**src/rtl/spot_pkg.sv**
```systemverilog
`default_nettype none

package spot_pkg;

   // Field widths fixed by the stream format
   localparam int SYM_W      = 8;
   localparam int POS_W      = 20;
   localparam int COUNT_W    = 21;
   localparam int CFG_W      = 21;
   localparam int EPOCH_W    = 16;

   localparam int MAX_BLOCK_DEF   = 1048576;
   localparam int SYMBOL_BITS_DEF = 8;
   localparam int CFG_RESET       = 1048576;

   localparam logic [COUNT_W-1:0] COUNT_MAX = {COUNT_W{1'b1}};
   localparam logic [EPOCH_W-1:0] EPOCH_MAX = {EPOCH_W{1'b1}};
   localparam logic [EPOCH_W-1:0] EPOCH_ONE = EPOCH_W'(1);

   // Result status codes
   typedef enum logic [1:0] {
      PS_NONE   = 2'd0,
      PS_FIRST  = 2'd1,
      PS_ACTIVE = 2'd2,
      PS_MORE   = 2'd3
   } pair_status_type;

   // One pair table entry; tag marks the block it belongs to
   typedef struct packed {
      logic [EPOCH_W-1:0] tag;
      logic               seen;
      logic               active;
      logic [POS_W-1:0]   pos;
      logic [COUNT_W-1:0] count;
   } pair_entry_type;

   // Status of the table sweep sequencer
   typedef struct packed {
      logic busy;
      logic done;
      logic wr_en;
      logic rd_en;
   } sweep_stat_type;

endpackage

`default_nettype wire

```
**src/rtl/spot_entry_update.sv**
```systemverilog
`default_nettype none

module spot_entry_update
   import spot_pkg::*;
(
   input  wire pair_entry_type      entry_cur,
   input  wire logic [EPOCH_W-1:0]  epoch,
   input  wire logic [POS_W-1:0]    left,
   output pair_entry_type           entry_new,
   output pair_status_type          status,
   output logic [POS_W-1:0]         link,
   output logic [COUNT_W-1:0]       count
);

   logic live;
   logic [COUNT_W-1:0] count_inc;

   // an entry from an earlier block reads as empty
   assign live = (entry_cur.tag == epoch);
   assign count_inc = (entry_cur.count < COUNT_MAX) ? entry_cur.count + 1'b1
                                                     : entry_cur.count;

   always_comb begin
      entry_new.tag = epoch;
      entry_new.pos = left;
      if (live && entry_cur.seen) begin
         // second sighting: pair becomes active
         entry_new.seen   = 1'b0;
         entry_new.active = 1'b1;
         entry_new.count  = COUNT_W'(2);
         status           = PS_ACTIVE;
         link             = entry_cur.pos;
         count            = COUNT_W'(2);
      end else if (live && entry_cur.active) begin
         entry_new.seen   = 1'b0;
         entry_new.active = 1'b1;
         entry_new.count  = count_inc;
         status           = PS_MORE;
         link             = entry_cur.pos;
         count            = count_inc;
      end else begin
         // first sighting
         entry_new.seen   = 1'b1;
         entry_new.active = 1'b0;
         entry_new.count  = '0;
         status           = PS_FIRST;
         link             = '0;
         count            = '0;
      end
   end

endmodule

`default_nettype wire

```
**config.mk**
```make
export PLATFORM = sky130hd
export DESIGN_NAME = spot_entry_update
export DESIGN_NICKNAME = d
export VERILOG_FILES = /design/src/rtl/spot_pkg.sv /design/src/rtl/spot_entry_update.sv
export SDC_FILE = /design/constraint.sdc
export NUM_CORES = 1
export LEC_CHECK = 0
export BUFFER_PORTS_ARGS = -buffer_cell sky130_fd_sc_hd__buf_2
export CORE_AREA = 2 2 77 79
export DETAILED_ROUTE_END_ITERATION = 6
export DIE_AREA = 0 0 79 81
export GPL_TIMING_DRIVEN = 0
export PLACE_DENSITY = 0.71
export REMOVE_ABC_BUFFERS = 1
export SYNTH_ARGS = -nofsm -noshare
export SYNTH_HDL_FRONTEND = slang
export SYNTH_SLANG_ARGS = --single-unit
```
**constraint.sdc**
```tcl
create_clock -name vclk -period 2.25
set_clock_uncertainty 0.1 [all_clocks]
set_input_delay 0.3375 -clock vclk [all_inputs]
set_output_delay 0.3375 -clock vclk [all_outputs]
set_load 0.005 [all_outputs]
```
==> run_results.csv, run 1 <==
group,metric,value,unit
drt,ant_nets,0,
drt,vias,1723,
drt,dr.pass1.iters,4,
place,gp_congestion,0.7621,
synth,synth.area.top_cells,"buf_4, xnor2_1, and2_1, nand4_1, nor2_1",
power_and_ir_drop,p_leak,0.001153,uW
final_layout,num-clock-buffers,0,
final_layout,design.seq.count,0,
timing,fin_setup_tns,-0.1922,ns
drt,avgViaCountPerCell,4.510,
synth,yosys_warnings,0,
synth,yosys.cell_count.top_type,"buf_4",
outcome,violations,"negative setup slack",
place,place_inst,368,
global_route,grt_pass1_wl,7.686,mm
floorplanning,fp.dieW,79,um
worst_setup_path,cp_slowest_cell,"nor4_4",
floorplanning,coreArea,5675,sq um
final_layout,nets,405,
timing,worst_slack,-0.03749,ns
synth,synthCells,199,
final_layout,drive_above_1_share,68.40,%
worst_setup_path,start_kind,"input port",
timing,rsz0062_at_grt,"true",
worst_setup_path,cp.required,1.81,ns
synth,synth_top_area_share,32.01,%
timing,hold_viol_final,0,
timing,drv_slew,0,
drt,drc,0,
drt,wl_per_cell,14.43,um
floorplanning,start_util,23.96,%
global_route,antenna_found_initial,0,
synth,ys_seq_area_share,0,%
timing,post-route-min-period,2.287,ns
worst_hold_path,min_to,"entry_new[21]",
floorplanning,rows,28,
power_and_ir_drop,total_power,220.0,uW
final_layout,syn_to_final_growth,63.48,%
global_route,grt_max_degree,24,
timing,fmax,0.4372,GHz
timing,hold_ws,0.5750,ns
synth,synth_common_cells,"buf_4, xnor2_1, and2_1, nor2_1, nand4_1",
timing,tightest_slew,0.3490,ns
final_layout,seqCellArea,0,sq um
worst_hold_path,hold_depth,0,
worst_setup_path,crit_path_end_kind,"output pin",
worst_hold_path,hold_path.startpoint,"left[0]",
place,numPortBuffers,157,
worst_setup_path,crit_fanout,5,
power_and_ir_drop,vdd_ir_drop_max,0.06654,mV
worst_setup_path,critical_path_class,"in2out",
global_route,grt_use_total,15.11,%
worst_setup_path,cp_slowest_stage_delay,0.35,ns
floorplanning,ioPinCount,197,
worst_hold_path,hold_path.class,"in2out",
outcome,status,"complete, but fails checks",
global_route,gr-total-overflow,0,
floorplanning,chipHeight,81,um
global_route,grt_pass1_vias,1579,
worst_setup_path,crit_chain,"buf_2 > xnor2_1 > nand4_1 > nor4_4 > buf_4 > nand3b_1 > buf_6 > nor2_2 > buf_2",
timing,setup_viol,15,
place,pre_cts_ws,-0.8099,ns
timing,relSlewSlack,76.60,%
drt,drtIter0Drc,32,
synth,synth_area,1360,sq um
worst_setup_path,cp.arrival,1.85,ns
place,dp_hpwl,4.284,mm
final_layout,antennaDiodeCount,0,
drt,wl,5.512,mm
worst_setup_path,path_common_cell,"buf_2",
synth,avgSynthCellArea,6.834,sq um
power_and_ir_drop,p_per_area,98.94,nW/um^2
floorplanning,die_area,6399,sq um
final_layout,finalNonFillerCells,382,
flow_run,maxCapViolations,0,
synth,synth_cell_types,32,
timing,post-route-period-util,101.7,%
synth,yosysTopAreaCell,"buf_4",
[worst max-delay path by stage]
| stage | endpoint | from |
|---|---|---|
| finish | count[15] | epoch[9] |
| global route | count[15] | entry_cur[45] |
| CTS | count[6] | epoch[3] |
| detailed placement | count[7] | epoch[10] |
| global placement | entry_new[18] | entry_cur[9] |
| floorplan | count[7] | entry_cur[10] |
[through the flow]
| step | instance area, sq um | utilization [%] |
|---|---|---|
| 2_1_floorplan | 903.4 | - |
| 3_3_place_gp | 1783 | 31.42 |
| 3_5_place_dp | 1789 | 31.53 |
| 4_1_cts | 1959 | 34.52 |
| 5_1_grt | 2223 | 39.18 |
| 6_report | 2223 | 39.18 |
[per-layer routing]
layer	global-route usage, %	wire (um)	vias to the layer above
met5	8.333	75	-
met4	1.897	61	2
met3	10.33	981	6
met2	26.69	2641	110
met1	14.51	1752	766
li1	-	-	839
[what timing repair did]
item | in CTS | in global routing
endpoints found under the hold margin | 0 | 0
resized for setup | 21 | 46
hold buffers | 0 | 0
setup buffers | 9 | 4
endpoints found under the setup margin | 65 | 65
cloned | 1 | 0
pin swaps | 6 | 16
[power breakdown]
group | switching [uW] | internal [uW] | leakage (uW)
Sequential | 0 | 0 | 0
Combinational | 106 | 114 | 0.00115
Clock | 0 | 0 | 0
[cells in the final DEF (no fill, tap or decap), types with 2 or more instances in the layout]
master	synthesis	final
buf_2	2	150
and2_1	20	20
xnor2_1	25	16
nor2_4	0	14
nand4_1	11	11
buf_6	0	11
nand2_1	10	10
xnor2_2	0	9
buf_4	58	9
xor2_1	7	7
a21oi_1	8	7
and3_1	4	4
and4_1	4	4
nand3_1	3	3
nor2_2	0	3
nor4_4	0	2
nand3b_1	1	2
nor3_2	0	2
or3_4	1	2
inv_1	2	2
a211oi_1	2	2
[cell families (layout without fill, tap and decap cells)]
kind of cell	after synthesis	in the layout	share of synthesized area [%]
buffers and inverters	65	172	34.13
xor gates and xnor gates	32	32	20.61
AOI/OAI and AO/OA	19	19	10.49
adders and majority gates	1	1	0.9198
and+or+nand+nor	82	83	33.85
[critical path, delay by kind of cell]
kind | cells | cell delay [ns]
xor+xnor | 1 | 0.15
simple gates | 4 | 0.77
buf+inv | 4 | 0.60
[cell type report]
class | instances | area (sq um)
Inverter | 2 | 7.507
Tap cell | 75 | 93.84
Multi-Input combinational cell | 135 | 1180
Timing Repair Buffer | 170 | 942.2
Fill cell | 598 | 3452
No activity file was read; power rests on OpenSTA's default activity.
==> inputs of run 2 (changes only) <==
--- a/config.mk
+++ b/config.mk
@@ -6,11 +6,13 @@
 export NUM_CORES = 1
 export LEC_CHECK = 0
 export BUFFER_PORTS_ARGS = -buffer_cell sky130_fd_sc_hd__buf_2
-export CORE_AREA = 2 2 77 79
+export CELL_PAD_IN_SITES_DETAIL_PLACEMENT = 1
+export CELL_PAD_IN_SITES_GLOBAL_PLACEMENT = 2
+export CORE_AREA = 2 2 106 108
 export DETAILED_ROUTE_END_ITERATION = 6
-export DIE_AREA = 0 0 79 81
+export DIE_AREA = 0 0 108 110
 export GPL_TIMING_DRIVEN = 0
-export PLACE_DENSITY = 0.71
+export PLACE_DENSITY = 0.87
 export REMOVE_ABC_BUFFERS = 1
 export SYNTH_ARGS = -nofsm -noshare
 export SYNTH_HDL_FRONTEND = slang
==> run 2 against run 1 <==
  * Sequential share of layout area unchanged
  * The flow still finishes with violations (negative setup slack)
  * Wire length increased by 26%
  * Design area increased by 8.8%
==> run_results.csv, run 2 (synthesis results as in run 1) <==
group,metric,value,unit
place,pre_cts_ws,-0.9925,ns
flow_run,maxCapViolations,0,
floorplanning,rows,38,
outcome,status,"complete, but fails checks",
worst_setup_path,path_common_cell,"buf_6",
timing,drv_slew,0,
drt,top_layer_used,"met5",
final_layout,mostFrequentLayoutCell,"buf_2",
worst_hold_path,hold_path.class,"in2out",
worst_setup_path,critPathBufInv,4,
final_layout,design.seq.count,0,
worst_setup_path,cp.arrival,1.92,ns
drt,vias,1774,
worst_setup_path,crit_path_end_kind,"output pin",
power_and_ir_drop,vdd_ir_drop_max,0.02957,mV
final_layout,nets,403,
timing,relSlewSlack,71.89,%
timing,hold_ws,0.5750,ns
worst_setup_path,crit_chain,"buf_6 > xnor2_2 > nand4_1 > nor4_4 > buf_4 > nand3b_1 > buf_6 > nor2_4 > buf_2",
worst_setup_path,start_kind,"input port",
drt,drc,0,
final_layout,most-common-layout-cells,"buf_2, buf_6, and2_1, xnor2_1, nor2_4",
global_route,grt_pass1_vias,1815,
timing,fin_setup_tns,-3.294,ns
timing,post-route-min-period,2.360,ns
worst_setup_path,crit_family,"simple AND/OR/NAND/NOR gates",
floorplanning,start_util,12.71,%
drt,drtIter0Drc,11,
drt,wl_met2,3.558,mm
floorplanning,chipHeight,110,um
floorplanning,fp.dieW,108,um
timing,rsz0062_at_grt,"true",
worst_setup_path,cp.required,1.81,ns
drt,wl,6.935,mm
final_layout,seqCellArea,0,sq um
worst_setup_path,cp_slowest_stage_delay,0.40,ns
timing,worst_slack,-0.1099,ns
final_layout,num-clock-buffers,0,
power_and_ir_drop,p_per_area,98.80,nW/um^2
drt,met1Wirelength,2.462,mm
place,dp_hpwl,5.545,mm
final_layout,drive_above_1_share,68.52,%
drt,ant_nets,0,
outcome,violations,"negative setup slack",
worst_hold_path,hold_depth,0,
floorplanning,ioPinCount,197,
timing,setup_viol,50,
place,gp_congestion,0.6724,
place,numPortBuffers,157,
timing,hold_viol_final,0,
drt,avgViaCountPerCell,3.978,
power_and_ir_drop,p_leak,0.001170,uW
floorplanning,die_area,11880,sq um
timing,fmax,0.4237,GHz
final_layout,syn_to_final_growth,77.83,%
drt,dr.pass1.iters,2,
worst_setup_path,worstSetupPathDepth,9,
worst_setup_path,crit_fanout,5,
final_layout,fin_area,2419,sq um
timing,post-route-period-util,104.9,%
global_route,grt_pass1_wl,9.563,mm
worst_setup_path,critical_path_class,"in2out",
global_route,gr-total-overflow,0,
global_route,grt_use_total,10.53,%
global_route,grt_max_degree,24,
place,place_area,1878,sq um
drt,wl_per_cell,15.55,um
drt,wl_met3,820,um
global_route,antenna_found_initial,2,
worst_setup_path,cp_slowest_cell,"nor4_4",
final_layout,fin_util,22.61,%
timing,tightest_slew,0.4217,ns
floorplanning,coreArea,10700,sq um
run 2: cell types whose count changed in the layout (fill, tap and decap cells not counted), sizes merged:
cell,delta
buf,-2
diode,+1
run 2: repair_timing:
| action | CTS | global route |
|---|---|---|
| setup endpoints to repair | 65 | 65 |
| endpoints found under the hold margin | 0 | 0 |
| gates cloned | 2 | 0 |
| pin swaps | 8 | 23 |
| buffers inserted | 7 | 2 |
| hold buffers | 0 | 0 |
| gates resized for setup | 41 | 63 |
run 2: where the power goes:
part           total, uW  internal, uW  switching (uW)
registers              0             0               0
logic                239           127             112
clock network  0.0000594     0.0000594               0
total                239           127             112
run 2: path summary, 6_finish.rpt:
check | slack (ns) | from | end
worst max-delay path | -0.11 | entry_cur[45] | count[11]
worst min-delay path | 0.58 | left[0] | entry_new[21]
run 2: final cells by class:
cell class / instances / area [sq um]
Multi-Input combinational cell: 135 / 1214
Tap cell: 140 / 175.2
Inverter: 2 / 7.507
Fill cell: 1321 / 8279
Antenna cell: 1 / 2.502
Timing Repair Buffer: 168 / 1020
run 2: per-stage QoR:
step	cells	total power, uW
2_1_floorplan	136	60.42
3_3_place_gp	433	173.9
3_5_place_dp	434	181.0
4_1_cts	443	202.9
5_1_grt	446	258.7
6_report	446	239.0
run 2: metal layers:
layer / track usage (%) / vias up
met2: 19.32 / 106
met5: 4.911 / -
met4: 0 / 4
li1: - / 839
met1: 11.20 / 819
met3: 5.409 / 6
==> inputs of run 3 (changes only) <==
--- a/config.mk
+++ b/config.mk
@@ -14,6 +14,7 @@
 export GPL_TIMING_DRIVEN = 0
 export PLACE_DENSITY = 0.87
 export REMOVE_ABC_BUFFERS = 1
+export SETUP_SLACK_MARGIN = 0.05
 export SYNTH_ARGS = -nofsm -noshare
 export SYNTH_HDL_FRONTEND = slang
 export SYNTH_SLANG_ARGS = --single-unit
==> run 3 against run 2 <==
  * Critical path depth did not move
  * Critical path type unchanged
  * First-iteration DRC count is 100% higher
  * Highest routed layer unchanged
  * Utilization increased by 0.92 points
  * Design area increased by 4.1%
  * Flip-flop and latch count unchanged
  * Power fell by 0.29%
  * Cell count rose by 2.5%
  * The run still ends with negative setup slack left
==> run_results.csv, run 3 (synthesis results as in run 1) <==
group,metric,value,unit
worst_setup_path,crit_path_end_kind,"output pin",
drt,wl,7.132,mm
timing,setup_viol,12,
cts,cts_hold_buf,0,
worst_setup_path,critical_path_class,"in2out",
worst_hold_path,hold_path.class,"in2out",
floorplanning,fp.dieW,108,um
power_and_ir_drop,p_per_area,94.64,nW/um^2
final_layout,most-common-layout-cells,"buf_2, xnor2_1, buf_6, buf_4, nor2_4",
final_layout,syn_to_final_growth,85.10,%
worst_setup_path,critPathBufInv,4,
timing,post-route-min-period,2.265,ns
power_and_ir_drop,p_int,125.7,uW
worst_hold_path,hold_depth,0,
timing,fmax,0.4415,GHz
worst_hold_path,min_to,"entry_new[21]",
place,place_inst,434,
timing,rsz0062_at_grt,"true",
place,pre_cts_ws,-0.9925,ns
floorplanning,coreArea,10700,sq um
worst_setup_path,cp_slowest_cell,"nor4_4",
timing,worst_slack,-0.01511,ns
drt,vias,1837,
outcome,status,"complete, but fails checks",
worst_setup_path,crit_fanout,5,
timing,fin_setup_tns,-0.06523,ns
global_route,antenna_found_initial,2,
final_layout,seqCellArea,0,sq um
place,place_area,1878,sq um
drt,avgViaCountPerCell,4.020,
floorplanning,die_area,11880,sq um
floorplanning,start_util,12.71,%
worst_setup_path,cp.required,1.81,ns
worst_setup_path,start_kind,"input port",
floorplanning,ioPinCount,197,
timing,hold_viol_final,0,
floorplanning,chipHeight,110,um
power_and_ir_drop,vdd_ir_drop_max,0.03183,mV
drt,dr.pass1.iters,3,
floorplanning,rows,38,
timing,relSlewSlack,73.06,%
power_and_ir_drop,seqPwrFrac,0,%
flow_run,maxCapViolations,0,
power_and_ir_drop,swShare,47.23,%
place,gp_congestion,0.6724,
final_layout,mostFrequentLayoutCell,"buf_2",
outcome,violations,"negative setup slack",
power_and_ir_drop,p_sw,112.5,uW
final_layout,fillers,1310,
final_layout,fin_area,2517,sq um
worst_setup_path,crit_chain,"buf_8 > xnor2_2 > nand4_1 > nor4_4 > buf_4 > nand3b_1 > buf_6 > nor2_4 > buf_2",
place,dp_hpwl,5.545,mm
final_layout,design.seq.count,0,
global_route,grt_pass1_wl,10.17,mm
drt,drtIter0Drc,22,
timing,tightest_slew,0.4040,ns
final_layout,finalNonFillerCells,457,
final_layout,drive_above_1_share,71.52,%
global_route,grt_use_total,11.16,%
drt,ant_nets,0,
power_and_ir_drop,p_leak,0.001216,uW
worst_setup_path,cp_slowest_stage_delay,0.37,ns
power_and_ir_drop,power_frac_clock,0,%
timing,drv_slew,0,
place,numPortBuffers,157,
global_route,gr-total-overflow,0,
drt,drc,0,
global_route,grt_max_degree,24,
final_layout,num-clock-buffers,0,
drt,wl_per_cell,15.61,um
worst_hold_path,hold_path.startpoint,"left[0]",
global_route,grt_pass1_vias,1919,
final_layout,nets,414,
timing,post-route-period-util,100.7,%
worst_setup_path,cp.arrival,1.83,ns
worst_setup_path,crit_family,"simple AND/OR/NAND/NOR gates",
power_and_ir_drop,p_comb_share,100.0,%
-- run 3: cell types whose count changed in the layout (fill, tap and decap cells not counted), sizes merged --
| cell | before | now |
|---|---|---|
| buf | 168 | 177 |
| clkbuf | 0 | 1 |
| o21a | 1 | 2 |
-- run 3: metrics by stage --
| stage | total power (uW) | hold WS [ns] | util, % |
|---|---|---|---|
| 2_1_floorplan | 60.42 | 0.5750 | - |
| 3_3_place_gp | 173.9 | 0.5750 | 17.43 |
| 3_5_place_dp | 181.0 | 0.5750 | 17.56 |
| 4_1_cts | 229.8 | 0.5750 | 22.73 |
| 5_1_grt | 258.6 | 0.5750 | 23.53 |
| 6_report | 238.3 | 0.5750 | 23.53 |
-- run 3: area by class of cell --
type | instances | area, sq um | share of cell area (%)
antenna | 1 | 2.502 | 0.09940
inverter | 2 | 7.507 | 0.2982
multi-input combinational | 136 | 1221 | 48.51
tap | 140 | 175.2 | 6.958
timing repair buffer | 178 | 1111 | 44.14
-- run 3: routing by layer --
layer | up-vias | GRT usage, % | part of all wire (%)
met3 | 6 | 5.526 | 12
met1 | 857 | 11.77 | 36
met2 | 110 | 20.62 | 51
li1 | 860 | - | -
met5 | - | 4.911 | 1.2
met4 | 4 | 0.3663 | 0.38
-- run 3: repair_timing --
item / in CTS / in global routing
gates cloned: 2 / 1
gates resized for setup: 89 / 15
endpoints found under the setup margin: 65 / 65
pin swaps: 52 / 9
buffers inserted: 16 / 3
-- run 3: power groups by stage --
stage | logic [uW] | clock network (uW) | registers [uW]
after floorplan | 60.4 | 0 | 0
after global placement | 174 | 0 | 0
after detailed placement | 181 | 0 | 0
after CTS | 230 | 0 | 0
after global routing | 259 | 0.0000595 | 0
final | 238 | 0.0000594 | 0
-- run 3: worst max-delay path by stage --
stage,slack [ns],end,cells past startpoint,from
after floorplan,-0.22,count[7],4,entry_cur[10]
after global placement,-1.16,entry_new[18],7,entry_cur[4]
after detailed placement,-0.99,count[7],7,epoch[10]
after CTS,-0.01,count[16],9,entry_cur[47]
after global routing,-0.13,count[15],9,epoch[12]
final,-0.02,entry_new[10],9,epoch[13]
