`src/rtl/spot_pkg.sv`:
```
`default_nettype none

package spot_pkg;

   // Field widths fixed by the stream format
   localparam int SYM_W      = 8;
   localparam int POS_W      = 20;
   localparam int COUNT_W    = 21;
   localparam int CFG_W      = 21;
   localparam int EPOCH_W    = 16;

   localparam int MAX_BLOCK_DEF   = 1048576;
   localparam int SYMBOL_BITS_DEF = 8;
   localparam int CFG_RESET       = 1048576;

   localparam logic [COUNT_W-1:0] COUNT_MAX = {COUNT_W{1'b1}};
   localparam logic [EPOCH_W-1:0] EPOCH_MAX = {EPOCH_W{1'b1}};
   localparam logic [EPOCH_W-1:0] EPOCH_ONE = EPOCH_W'(1);

   // Result status codes
   typedef enum logic [1:0] {
      PS_NONE   = 2'd0,
      PS_FIRST  = 2'd1,
      PS_ACTIVE = 2'd2,
      PS_MORE   = 2'd3
   } pair_status_type;

   // One pair table entry; tag marks the block it belongs to
   typedef struct packed {
      logic [EPOCH_W-1:0] tag;
      logic               seen;
      logic               active;
      logic [POS_W-1:0]   pos;
      logic [COUNT_W-1:0] count;
   } pair_entry_type;

   // Status of the table sweep sequencer
   typedef struct packed {
      logic busy;
      logic done;
      logic wr_en;
      logic rd_en;
   } sweep_stat_type;

endpackage

`default_nettype wire

```
`src/rtl/spot_sweep.sv`:
```
`default_nettype none

module spot_sweep
   import spot_pkg::*;
#(
   parameter int ADDR_W = 2 * SYMBOL_BITS_DEF
) (
   input  wire logic                clock,
   input  wire logic                reset,
   input  wire logic                start,
   input  wire pair_entry_type      rd_data,
   output sweep_stat_type           stat,
   output logic [ADDR_W-1:0]        rd_addr,
   output logic [ADDR_W-1:0]        wr_addr,
   output pair_entry_type           wr_data
);

   typedef enum logic [2:0] {
      SW_IDLE    = 3'b001,
      SW_INIT    = 3'b010,
      SW_RELABEL = 3'b100
   } sweep_state_type;

   localparam logic [ADDR_W-1:0] LAST_ADDR = {ADDR_W{1'b1}};

   sweep_state_type   state_ff, state_in;
   logic [ADDR_W:0]   cnt_ff, cnt_in;
   logic              wpend_ff, wpend_in;
   logic [ADDR_W-1:0] waddr_ff, waddr_in;
   pair_entry_type    relabel;

   // Entries of the current block keep it as block one, all others go stale
   always_comb begin
      relabel     = rd_data;
      relabel.tag = (rd_data.tag == EPOCH_MAX) ? EPOCH_ONE : '0;
   end

   always_comb begin
      state_in    = state_ff;
      cnt_in      = cnt_ff;
      wpend_in    = 1'b0;
      waddr_in    = waddr_ff;
      stat        = '0;
      rd_addr     = cnt_ff[ADDR_W-1:0];
      wr_addr     = waddr_ff;
      wr_data     = relabel;
      case (state_ff)
         SW_IDLE: begin
            if (start) begin
               state_in = SW_RELABEL;
               cnt_in   = '0;
            end
         end
         SW_INIT: begin
            // write-only pass: contents are unknown after reset
            stat.busy  = 1'b1;
            stat.wr_en = 1'b1;
            wr_addr    = cnt_ff[ADDR_W-1:0];
            wr_data    = '0;
            cnt_in     = cnt_ff + 1'b1;
            if (cnt_ff[ADDR_W-1:0] == LAST_ADDR) begin
               stat.done = 1'b1;
               cnt_in    = '0;
               state_in  = SW_IDLE;
            end
         end
         SW_RELABEL: begin
            // read entry k, write it back in the following cycle
            stat.busy  = 1'b1;
            stat.rd_en = !cnt_ff[ADDR_W];
            stat.wr_en = wpend_ff;
            if (stat.rd_en) begin
               cnt_in   = cnt_ff + 1'b1;
               wpend_in = 1'b1;
               waddr_in = cnt_ff[ADDR_W-1:0];
            end
            if (cnt_ff[ADDR_W] && wpend_ff) begin
               stat.done = 1'b1;
               cnt_in    = '0;
               state_in  = SW_IDLE;
            end
         end
         default: begin
            state_in = SW_IDLE;
         end
      endcase
   end

   always_ff @(posedge clock) begin
      if (reset) begin
         state_ff <= SW_INIT;
         cnt_ff   <= '0;
         wpend_ff <= 1'b0;
      end else begin
         state_ff <= state_in;
         cnt_ff   <= cnt_in;
         wpend_ff <= wpend_in;
      end
      waddr_ff <= waddr_in;
   end

endmodule

`default_nettype wire

```
`config.mk`:
```
export PLATFORM = sky130hd
export DESIGN_NAME = spot_sweep
export DESIGN_NICKNAME = d
export VERILOG_FILES = /design/src/rtl/spot_pkg.sv /design/src/rtl/spot_sweep.sv
export SDC_FILE = /design/constraint.sdc
export NUM_CORES = 1
export LEC_CHECK = 0
export BUFFER_PORTS_ARGS = -buffer_cell sky130_fd_sc_hd__buf_2
export CORE_ASPECT_RATIO = 1.2
export CORE_MARGIN = 3
export CORE_UTILIZATION = 39
export CTS_CLUSTER_SIZE = 28
export DETAILED_ROUTE_END_ITERATION = 10
export PLACE_DENSITY = 0.81
export SLEW_MARGIN = 20
export SYNTH_ARGS = -nofsm -noshare
export SYNTH_HDL_FRONTEND = slang
export SYNTH_SLANG_ARGS = --single-unit
```
`constraint.sdc`:
```
create_clock -name clock -period 1.73 [get_ports clock]
set_input_delay 0.173 -clock clock [delete_from_list [all_inputs] [get_ports clock]]
set_output_delay 0.173 -clock clock [all_outputs]
set_load 0.02 [all_outputs]
```
==> summary.txt, run 1 <==
Synth
  – Largest family of logic cells by synthesized area: simple AND/OR/NAND/NOR gates
  – Warnings from Yosys: 0
  – Cell taking the most area after synthesis: edfxtp_1
  – Post-synth top area share: 19.06%
  – Post-Synthesis Cells: 281
  – Post-synthesis mux area share: 7.940%
  – Count of different cell masters after synthesis: 42
  – Mapped cell area: 0.002521 mm²
  – Post-Synth Simple-Gate Area: 32.51%
  – Avg Cell Area, Syn: 8.972 µm²
  – XOR/XNOR Fraction of Synth Area: 0%
  – Adder-cell share of the synthesized area: 0.4963%
  – Area contributors post-synth: edfxtp_1 19%, dfxtp_1 17%, nor2b_1 11%, buf_4 9.5%, mux2_2 7.1%
  – Seq/Total Area, Yosys: 35.73%
  – Register bit count reported by yosys: 37
  – Compound-Gate Fraction of Synth Area: 8.784%

Finish
  – Syn-to-layout area delta: 66.90%
  – Nets: 527
  – Most frequent cells in the layout: 107 x buf_2, 65 x buf_4, 35 x buf_6
  – Share of cells above drive strength 1: 61.29%
  – Seq. cell area: 922.1 µm²
  – Multi-input logic area: 0.001543 mm²
  – Commonest non-fill, non-tap cell in the layout: buf_2
  – Final instance area: 0.004208 mm²
  – Fill cells: 456
  – N_diodes: 0

Pwr
  – Switching pwr: 0.001186 W
  – Clock share of power: 17.6%
  – Switching share of power: 36.50%
  – Power density over the cells: 772.6 mW/mm²
  – Leak Pwr: 1.960 nW
  – Combinational Power Share: 53.1%
  – Seq pwr share: 29.4%
  – Internal power: 0.002064 W
  – Max IR drop VDD: 608.5 µV

Clock network
  – Clock tree from TritonCTS: yes
  – Sink Count: 37
  – H-tree depth: 2
  – Number of CTS-inserted buffers: 5
  – Clk slew on worst S/H paths: 0.07 ns
  – Hold-fix buffers, CTS: 0
  – Clock root buffer master: clkbuf_8
  – Worst skew pair latency: 0.29 ns
  – Clock Tree Buf Depth: 2

Drt
  – DRT iter0 DRCs: 117
  – Wire length per cell: 15.95 µm
  – Final WL: 8725 µm
  – 1st-pass router iterations: 5
  – DRC viols: 0
  – Vias: 2,776
  – Vias per Instance: 5.075
  – Remaining antenna violation count: 0

Setup path
  – WP data arrival: 1.66 ns
  – Crit. End Element: primary output
  – Worst EP required: 1.56 ns
  – Crit path kind: reg2out
  – R2R Setup Slk: -0.04 ns
  – CP startpoint kind: register
  – Critical path fanouts, max: 6

GRT
  – Met2 Use GR: 39.12%
  – Met1 Track Usage GR: 23.88%
  – Initial antenna violation count: 0
  – Total gr overflow: 0
  – Number of global-route vias before repair: 2,630
  – GRT Max-Usage Layer: met2
  – First-pass GRT wire length: 12,440 µm
  – GR Util met3: 4.511%
  – Gr usage total: 21.33%
  – Largest net degree at the start of global routing: 22

Floorplanning
  – Rows: 31
  – Initial core utilization: 40.88%
  – Die width: 79.40 µm
  – Core Box Area: 0.006167 mm²
  – I/O pins: 157
  – Die H: 94.08 µm
  – Die area: 0.007469 mm²

Place
  – DP Area: 0.003378 mm²
  – PortBufs: 141
  – RePlAce Congestion: 0.8792
  – Dpl hpwl: 5970 µm

Timing
  – Setup WS post-layout: -0.09976 ns
  – Peak Freq: 546.5 MHz
  – Final Max Tran Viols: 0
  – Fin. Hold Viols: 0
  – Worst-case clock skew: 0.005511 ns
  – RSZ-0062 raised after global routing: yes
  – Setup violations, final: 28
  – Final period utilization: 105.8%
  – Hold WS: 0.3084 ns
  – Min cycle time layout: 1.830 ns

Outcome
  – Failing checks: setup timing
  – Outcome: finished, violations left

Job
  – Maxcap violations: 0

Min path
  – Hold crit path type: in2reg
==> path summary, 6_finish.rpt <==
kind,from,cells after the start,end
setup / recovery,state_ff[2]$_SDFFE_PP0P_,5,wr_addr[4]
hold / removal,reset,2,cnt_ff[1]$_SDFFE_PP0P_
setup reg to reg,state_ff[1]$_SDFFE_PP1P_,7,cnt_ff[14]$_SDFFE_PP0P_
hold reg to reg,cnt_ff[14]$_SDFFE_PP0P_,1,waddr_ff[14]$_DFFE_PP_
==> cell type report <==
type	instances	share of cell area (%)
clock buffer	6	1.725
clock inverter	2	0.2379
inverter	3	0.3568
multi-input combinational	203	36.66
sequential	37	21.91
tap	82	2.438
timing repair buffer	214	36.66
==> power groups by stage <==
stage                     registers, W  logic (W)  clock network, W
after global placement        0.000967    0.00115                 0
after global routing          0.000956    0.00182          0.000617
final                         0.000955    0.00173          0.000571
after detailed placement      0.000969    0.00117                 0
after floorplan               0.000969   0.000774                 0
after CTS                     0.000945    0.00148          0.000587
==> cell usage after synthesis <==
| cell | number |
|---|---|
| nor2b_1 | 43 |
| buf_4 | 32 |
| dfxtp_1 | 21 |
| nand2_1 | 18 |
| edfxtp_1 | 16 |
| mux2_2 | 16 |
| nand3_1 | 14 |
| a31oi_1 | 13 |
| nand4_1 | 13 |
| nor2_1 | 12 |
| or3_1 | 12 |
| buf_2 | 10 |
| a21oi_1 | 6 |
| clkbuf_1 | 6 |
| and3_1 | 5 |
| nand2b_1 | 5 |
| buf_6 | 3 |
| inv_1 | 3 |
| o21ai_0 | 3 |
| a211oi_1 | 2 |
| and4_1 | 2 |
| mux2i_1 | 2 |
| nand3b_1 | 2 |
| nor3_1 | 2 |
| nor3b_4 | 2 |
| o21a_1 | 2 |
| a2111oi_2 | 1 |
| a211oi_4 | 1 |
| a22oi_1 | 1 |
| a32oi_1 | 1 |
| clkbuf_2 | 1 |
| conb_1 | 1 |
| ha_1 | 1 |
| nand2b_2 | 1 |
| nor2_4 | 1 |
| nor4_1 | 1 |
| nor4_2 | 1 |
| nor4bb_2 | 1 |
| o21ai_1 | 1 |
| o221ai_1 | 1 |
| or2_2 | 1 |
| or4_1 | 1 |
==> worst max-delay path, stage by stage, from the launching register on <==
cell     delay (ns)
dfxtp_4        0.36
nor3b_4        0.26
buf_6          0.17
buf_12         0.13
mux2_4         0.31
buf_6          0.13
==> metal layers <==
layer | up-vias | routed length, µm
met5 | - | 0
met4 | 0 | 253
met3 | 19 | 763
met2 | 151 | 4549
met1 | 1294 | 3158
li1 | 1312 | -
==> state kept, by name, indices dropped and copies added, names as in the netlist <==
register and flops:
cnt_ff 17, waddr_ff 16, wpend_ff 1, state_ff 3
==> kinds of logic after synthesis <==
group,Yosys count
buf+inv,55
mux,18
flops,37
fa+ha+maj,1
simple gates,137
compound gates,32
other cells,1
==> what timing repair did <==
item / 4_1_cts / 5_1_grt
setup buffers: 20 / 9
setup endpoints to repair: 73 / 76
gates resized for setup: 84 / 63
pin swaps: 6 / 19
cloned: 1 / 1
==> per-stage QoR <==
stage	cells	utilization [%]	setup TNS, ns	setup slack (ns)	power, W
global placement	509	54.78	-0.003965	-0.003965	0.002116
floorplan	295	-	-0.05001	-0.05001	0.001743
detailed placement	509	54.78	-0.3146	-0.05412	0.002138
CTS	538	63.12	-1.039	-0.08640	0.003016
global route	547	68.23	-3.536	-0.1878	0.003392
finish	547	68.23	-1.603	-0.09976	0.003251
Power figures use the tool's default switching activity.
==> inputs of run 2 (changes only) <==
--- a/config.mk
+++ b/config.mk
@@ -12,6 +12,7 @@
 export CTS_CLUSTER_SIZE = 28
 export DETAILED_ROUTE_END_ITERATION = 10
 export PLACE_DENSITY = 0.81
+export SKIP_LAST_GASP = 1
 export SLEW_MARGIN = 20
 export SYNTH_ARGS = -nofsm -noshare
 export SYNTH_HDL_FRONTEND = slang
==> run 2 against run 1 <==
  * The run still ends with setup timing left
  * Clock power rose by 1%
  * Maximum frequency about the same
  * Clock skew down 0.0023 ns
  * Cell area decreased by 1.7%
  * Wire length down 1.2%
  * Combinational power decreased by 3%
  * Core utilization fell by 1.2 points
  * Die area did not move
  * First-iteration DRC count is 6.0% lower
  * Register-to-register slack better by 0.04 ns
==> summary.txt, run 2 (same netlist as run 1, synthesis figures left out) <==
Outcome
  – Outcome: finished, violations left
  – Failing checks: setup timing

GRT
  – First-pass GRT wire length: 12,430 µm (about the same)
  – Gr usage total: 21.33% (unchanged)
  – Initial antenna violation count: 0 (unchanged)
  – Number of global-route vias before repair: 2,626 (-0.15%)
  – Total gr overflow: 0 (unchanged)
  – Largest net degree at the start of global routing: 22 (unchanged)

Finish
  – Fill cells: 490 (+7.5%)
  – Commonest non-fill, non-tap cell in the layout: buf_2
  – Nets: 526 (-0.19%)
  – Post-layout util: 67.07% (-1.2 points)
  – N_diodes: 0 (unchanged)
  – Share of cells above drive strength 1: 60.13% (-1.2 points)
  – Number of flip-flops in the largest register: 17 (unchanged)
  – Biggest register: cnt_ff
  – Syn-to-layout area delta: 64.07%
  – Most frequent cells in the layout: 113 x buf_2, 60 x buf_4, 34 x buf_6
  – Largest regs: cnt_ff: 17 flops, waddr_ff: 16 flops, state_ff: 3 flops

Timing
  – Final Max Tran Viols: 0 (unchanged)
  – Setup TNS: -1.658 ns (-0.05469 ns)
  – Min cycle time layout: 1.831 ns (+0.001067 ns)
  – Setup WS post-layout: -0.1008 ns (-0.001067 ns)
  – Final period utilization: 105.8% (about the same)
  – Setup violations, final: 28 (unchanged)
  – Fin. Hold Viols: 0 (unchanged)
  – RSZ-0062 raised after global routing: yes
  – Worst-case clock skew: 0.003249 ns (-0.002262 ns)
  – Peak Freq: 546.2 MHz (about the same)

Drt
  – Vias per Instance: 5.068 (-0.14%)
  – Remaining antenna violation count: 0 (unchanged)
  – DRT iter0 DRCs: 110 (-6.0%)
  – Wire length per cell: 15.79 µm (-1.0%)
  – Final WL: 8620 µm (-1.2%)
  – Vias: 2,767 (-0.32%)
  – DRC viols: 0 (unchanged)
  – 1st-pass router iterations: 4 (-1)

Setup path
  – Worst EP required: 1.56 ns (about the same)
  – CP startpoint kind: register
  – Reg2reg start: cnt_ff[0]$_SDFFE_PP0P_
  – Slowest cell on crit path: dfxtp_4
  – R2R Setup Slk: 0 ns (+0.04 ns)
  – Reg-to-reg endpoint: cnt_ff[14]$_SDFFE_PP0P_
  – Cell repeated most along the worst path: buf_6
  – Crit. End Element: primary output
  – WP data arrival: 1.66 ns (about the same)
  – Crit path kind: reg2out
  – Slowest stage delay, CP: 0.37 ns (about the same)
  – R2R cell count: 7 (unchanged)
  – Critical path fanouts, max: 6 (unchanged)
  – Crit path cell chain: nor3b_4 -> buf_6 -> buf_12 -> mux2_4 -> buf_6

Floorplanning
  – Rows: 31 (unchanged)
  – Die area: 0.007469 mm² (unchanged)
  – Die width: 79.40 µm (unchanged)
  – Die H: 94.08 µm (unchanged)
  – Initial core utilization: 40.88% (unchanged)
  – I/O pins: 157 (unchanged)
  – Core Box Area: 0.006167 mm² (unchanged)

Clock network
  – Number of CTS-inserted buffers: 5 (unchanged)
  – Worst skew pair latency: 0.29 ns (about the same)
  – Clock tree from TritonCTS: yes
  – H-tree depth: 2 (unchanged)
  – Clk slew on worst S/H paths: 0.07 ns (about the same)
  – Sink Count: 37 (unchanged)
  – Clock root buffer master: clkbuf_8
  – Clock Tree Buf Depth: 2 (unchanged)

Pwr
  – Max IR drop VDD: 606.2 µV (-0.37%)
  – Power density over the cells: 776.0 mW/mm² (+0.44%)
  – Leak Pwr: 1.945 nW (-0.74%)

Job
  – Maxcap violations: 0 (unchanged)

Min path
  – Endpoint, Worst Hold: cnt_ff[1]$_SDFFE_PP0P_
  – Min-delay src: reset
  – Hold path depth: 2 (unchanged)
  – Hold crit path type: in2reg

Place
  – RePlAce Congestion: 0.8792 (unchanged)
  – Dpl hpwl: 5970 µm (unchanged)
  – Pre-CTS WS: -0.05412 ns (unchanged)
  – PortBufs: 141 (unchanged)
-- run 2: worst max-delay path: cells and delay by family, from the launching register on --
kind / cells / cell delay, ns
simple gates: 1 / 0.26
mux: 1 / 0.31
flops: 1 / 0.37
buf+inv: 3 / 0.42
-- run 2: how the worst max path moves through the flow --
stage / slack, ns / startpoint / cells past startpoint / endpoint
after global routing: -0.18 / cnt_ff[8]$_SDFFE_PP0P_ / 6 / stat[2]
after floorplan: -0.05 / cnt_ff[0]$_SDFFE_PP0P_ / 7 / cnt_ff[1]$_SDFFE_PP0P_
after global placement: -0.004 / state_ff[0]$_SDFFE_PP0P_ / 5 / cnt_ff[14]$_SDFFE_PP0P_
final: -0.10 / state_ff[2]$_SDFFE_PP0P_ / 5 / wr_addr[4]
after CTS: -0.09 / state_ff[0]$_SDFFE_PP0P_ / 5 / wr_addr[3]
after detailed placement: -0.05 / state_ff[0]$_SDFFE_PP0P_ / 5 / cnt_ff[14]$_SDFFE_PP0P_
-- run 2: per-stage QoR --
stage	total power [W]	hold slack, ns	cells	instance area [µm²]
final	0.003210	0.2936	546	4136
after global routing	0.003347	0.3039	546	4136
after CTS	0.003002	0.2724	538	3864
after detailed placement	0.002138	0.5548	509	3378
after global placement	0.002116	0.5450	509	3378
after floorplan	0.001743	0.2419	295	2586
-- run 2: power breakdown --
group | internal, W | total, W | switching, W
Sequential | 0.000931 | 0.000954 | 0.0000228
Clock | 0.000279 | 0.000579 | 0.000300
Combinational | 0.000827 | 0.00168 | 0.000850
-- run 2: layout make-up --
| class | count | area [µm²] | area share (%) |
|---|---|---|---|
| tap | 82 | 102.6 | 2.480 |
| clock inverter | 2 | 10.01 | 0.2420 |
| inverter | 3 | 15.01 | 0.3630 |
| multi-input combinational | 203 | 1505 | 36.39 |
| sequential | 37 | 922.1 | 22.29 |
| timing repair buffer | 213 | 1509 | 36.48 |
| clock buffer | 6 | 72.57 | 1.754 |
-- run 2: timing repair --
item | 4_1_cts | 5_1_grt
gates cloned | 1 | 1
setup buffers | 20 | 8
pin swaps | 6 | 15
setup endpoints to repair | 73 | 76
hold buffers | 0 | 0
gates resized for setup | 77 | 53
-- run 2: per-layer routing --
layer  global-route usage [%]  share of wire, %  wire length (µm)  vias to the layer above
met5                        0                 0                 0                        -
met4                    8.023               2.5               216                        0
met3                    4.511               7.7               667                       17
met2                    39.33                52              4491                      143
met1                    23.70                38              3244                     1294
li1                         -                 -                 -                     1313
==> inputs of run 3 (changes only) <==
--- a/config.mk
+++ b/config.mk
@@ -11,7 +11,7 @@
 export CORE_UTILIZATION = 39
 export CTS_CLUSTER_SIZE = 28
 export DETAILED_ROUTE_END_ITERATION = 10
-export PLACE_DENSITY = 0.81
+export PLACE_DENSITY = 0.79
 export SKIP_LAST_GASP = 1
 export SLEW_MARGIN = 20
 export SYNTH_ARGS = -nofsm -noshare
==> run 3 against run 2 <==
  * The run still ends with setup timing left
  * Wire length grew 0.90%
  * Sequential share of layout area grew 0.82 points
  * Flip-flop and latch count unchanged
  * Maximum frequency decreased by 2.1%
  * Cell count down 2.2%
  * Via count is 1.4% lower
  * Worst hold slack gained 0.0093 ns
  * Setup slack lost 0.039 ns
  * Clock power grew 35%
  * Sequential power about the same
  * Die area unchanged
  * Highest routed layer unchanged
  * Critical path depth grew 1
==> summary.txt, run 3 (same netlist as run 1, synthesis figures left out) <==
Timing
  – Setup violations, final: 20 (-29%)
  – Peak Freq: 534.9 MHz (-2.1%)
  – Final Max Tran Viols: 0 (unchanged)
  – Min cycle time layout: 1.869 ns (+0.03856 ns)
  – RSZ-0062 raised after global routing: yes
  – Fin. Hold Viols: 0 (unchanged)
  – Setup TNS: -2.092 ns (-0.4337 ns)
  – Final period utilization: 108.1% (+2.2 points)
  – Worst-case clock skew: 0.005676 ns (+0.002426 ns)
  – Hold WS: 0.3029 ns (+0.009339 ns)
  – Setup WS post-layout: -0.1394 ns (-0.03856 ns)

Clock network
  – Clock tree from TritonCTS: yes
  – H-tree depth: 2 (unchanged)
  – Number of CTS-inserted buffers: 5 (unchanged)
  – Sink Count: 37 (unchanged)
  – Worst skew pair latency: 0.30 ns (about the same)
  – Clock Tree Buf Depth: 2 (unchanged)
  – Clk slew on worst S/H paths: 0.07 ns (about the same)
  – Hold-fix buffers, CTS: 0 (unchanged)
  – Clock root buffer master: clkbuf_8

Outcome
  – Outcome: finished, violations left
  – Failing checks: setup timing

Finish
  – Fill cells: 517 (+5.5%)
  – Syn-to-layout area delta: 59.75%
  – Final instance area: 0.004028 mm² (-2.6%)
  – Share of cells above drive strength 1: 58.41% (-1.7 points)
  – Multi-input logic area: 0.001485 mm² (-1.3%)
  – Number of flip-flops in the largest register: 17 (unchanged)
  – N_diodes: 0 (unchanged)
  – Biggest register: cnt_ff
  – Seq. cell area: 930.9 µm² (+0.95%)
  – Most frequent cells in the layout: 120 x buf_2, 49 x buf_4, 37 x nor2b_1
  – Nets: 514 (-2.3%)
  – Commonest non-fill, non-tap cell in the layout: buf_2
  – Largest regs: cnt_ff: 17 flops, waddr_ff: 16 flops, state_ff: 3 flops

GRT
  – Number of global-route vias before repair: 2,470 (-5.9%)
  – First-pass GRT wire length: 12,100 µm (-2.7%)
  – Largest net degree at the start of global routing: 26 (+18%)
  – Initial antenna violation count: 0 (unchanged)
  – Gr usage total: 21.07% (-0.26 points)
  – Total gr overflow: 0 (unchanged)

Drt
  – 1st-pass router iterations: 4 (unchanged)
  – DRT iter0 DRCs: 208 (+89%)
  – Vias per Instance: 5.109 (+0.81%)
  – Vias: 2,728 (-1.4%)
  – DRC viols: 0 (unchanged)
  – Remaining antenna violation count: 0 (unchanged)
  – Final WL: 8698 µm (+0.90%)
  – Wire length per cell: 16.29 µm (+3.2%)

Floorplanning
  – Core Box Area: 0.006167 mm² (unchanged)
  – I/O pins: 157 (unchanged)
  – Die area: 0.007469 mm² (unchanged)
  – Die width: 79.40 µm (unchanged)
  – Die H: 94.08 µm (unchanged)
  – Initial core utilization: 40.88% (unchanged)
  – Rows: 31 (unchanged)

Job
  – Maxcap violations: 0 (unchanged)

Pwr
  – Power density over the cells: 827.7 mW/mm² (+6.7%)
  – Max IR drop VDD: 498.7 µV (-18%)
  – Leak Pwr: 1.893 nW (-2.7%)

Setup path
  – Slowest stage delay, CP: 0.35 ns (-0.02 ns)
  – Critical path fanouts, max: 6 (unchanged)
  – Slowest cell on crit path: or3_1
  – Crit path cell chain: nor3b_4 -> buf_6 -> clkbuf_16 -> or3_1 -> nor3_2 -> buf_4
  – WP data arrival: 1.70 ns (+0.04 ns)
  – Worst EP required: 1.56 ns (about the same)
  – Crit. End Element: primary output
  – Crit path kind: reg2out
  – CP startpoint kind: register

Place
  – RePlAce Congestion: 0.7980 (-9.2%)
  – Dpl hpwl: 6209 µm (+4.0%)
  – DP Area: 0.003353 mm² (-0.74%)
  – PortBufs: 141 (unchanged)

Min path
  – Hold crit path type: in2reg
==> run 3: area by class of cell <==
type | count | share of cell area (%)
repair buffers | 201 | 34.20
multi-input cells | 203 | 36.87
clock inverters | 1 | 0.7456
flip-flops and latches | 37 | 23.11
clock buffers | 7 | 2.144
inverters | 3 | 0.3728
well taps | 82 | 2.547
==> run 3: through the flow <==
step	setup slack, ns	power, W	std cells	util (%)
after global routing	-0.2238	0.003474	534	65.31
final	-0.1394	0.003334	534	65.31
after global placement	0.01734	0.002133	504	54.37
after detailed placement	-0.05753	0.002153	504	54.37
after CTS	-0.1337	0.003032	526	59.69
after floorplan	-0.05001	0.001743	295	-
==> run 3: report_power, final <==
group	total, W	internal (W)	leakage [nW]	switching [W]
logic	0.00160	0.000755	1.51	0.000840
registers	0.000954	0.000929	0.328	0.0000245
clock network	0.000784	0.000470	0.0585	0.000314
==> run 3: path summary, 6_finish.rpt <==
path	start	to	slack [ns]	cells past startpoint
worst min-delay path	reset	cnt_ff[0]$_SDFFE_PP0P_	0.30	2
worst max-delay path	state_ff[1]$_SDFFE_PP1P_	wr_data[43]	-0.14	6
worst min register to register	cnt_ff[5]$_SDFFE_PP0P_	waddr_ff[5]$_DFFE_PP_	0.51	0
worst max register to register	state_ff[1]$_SDFFE_PP1P_	cnt_ff[0]$_SDFFE_PP0P_	-0.02	9
==> run 3: what timing repair did <==
item / 4_1_cts / 5_1_grt
pin swaps: 7 / 22
gates resized for setup: 41 / 72
buffers inserted: 13 / 8
gates cloned: 1 / 2
endpoints found under the setup margin: 67 / 63
==> run 3: worst max-delay path: cells and delay by family, from the launching register on <==
family | cells | cell delay (ns)
buffers and inverters | 3 | 0.44
flip-flops | 1 | 0.34
AND/OR/NAND/NOR | 3 | 0.61
==> run 3: routing by layer <==
metal  GRT usage, %  share of wire, %  vias to the layer above
met5              0                 0                        -
met4          8.453               2.6                        0
met3          5.758                10                       14
met2          38.69                52                      155
met1          22.49                35                     1271
li1               -                 -                     1288
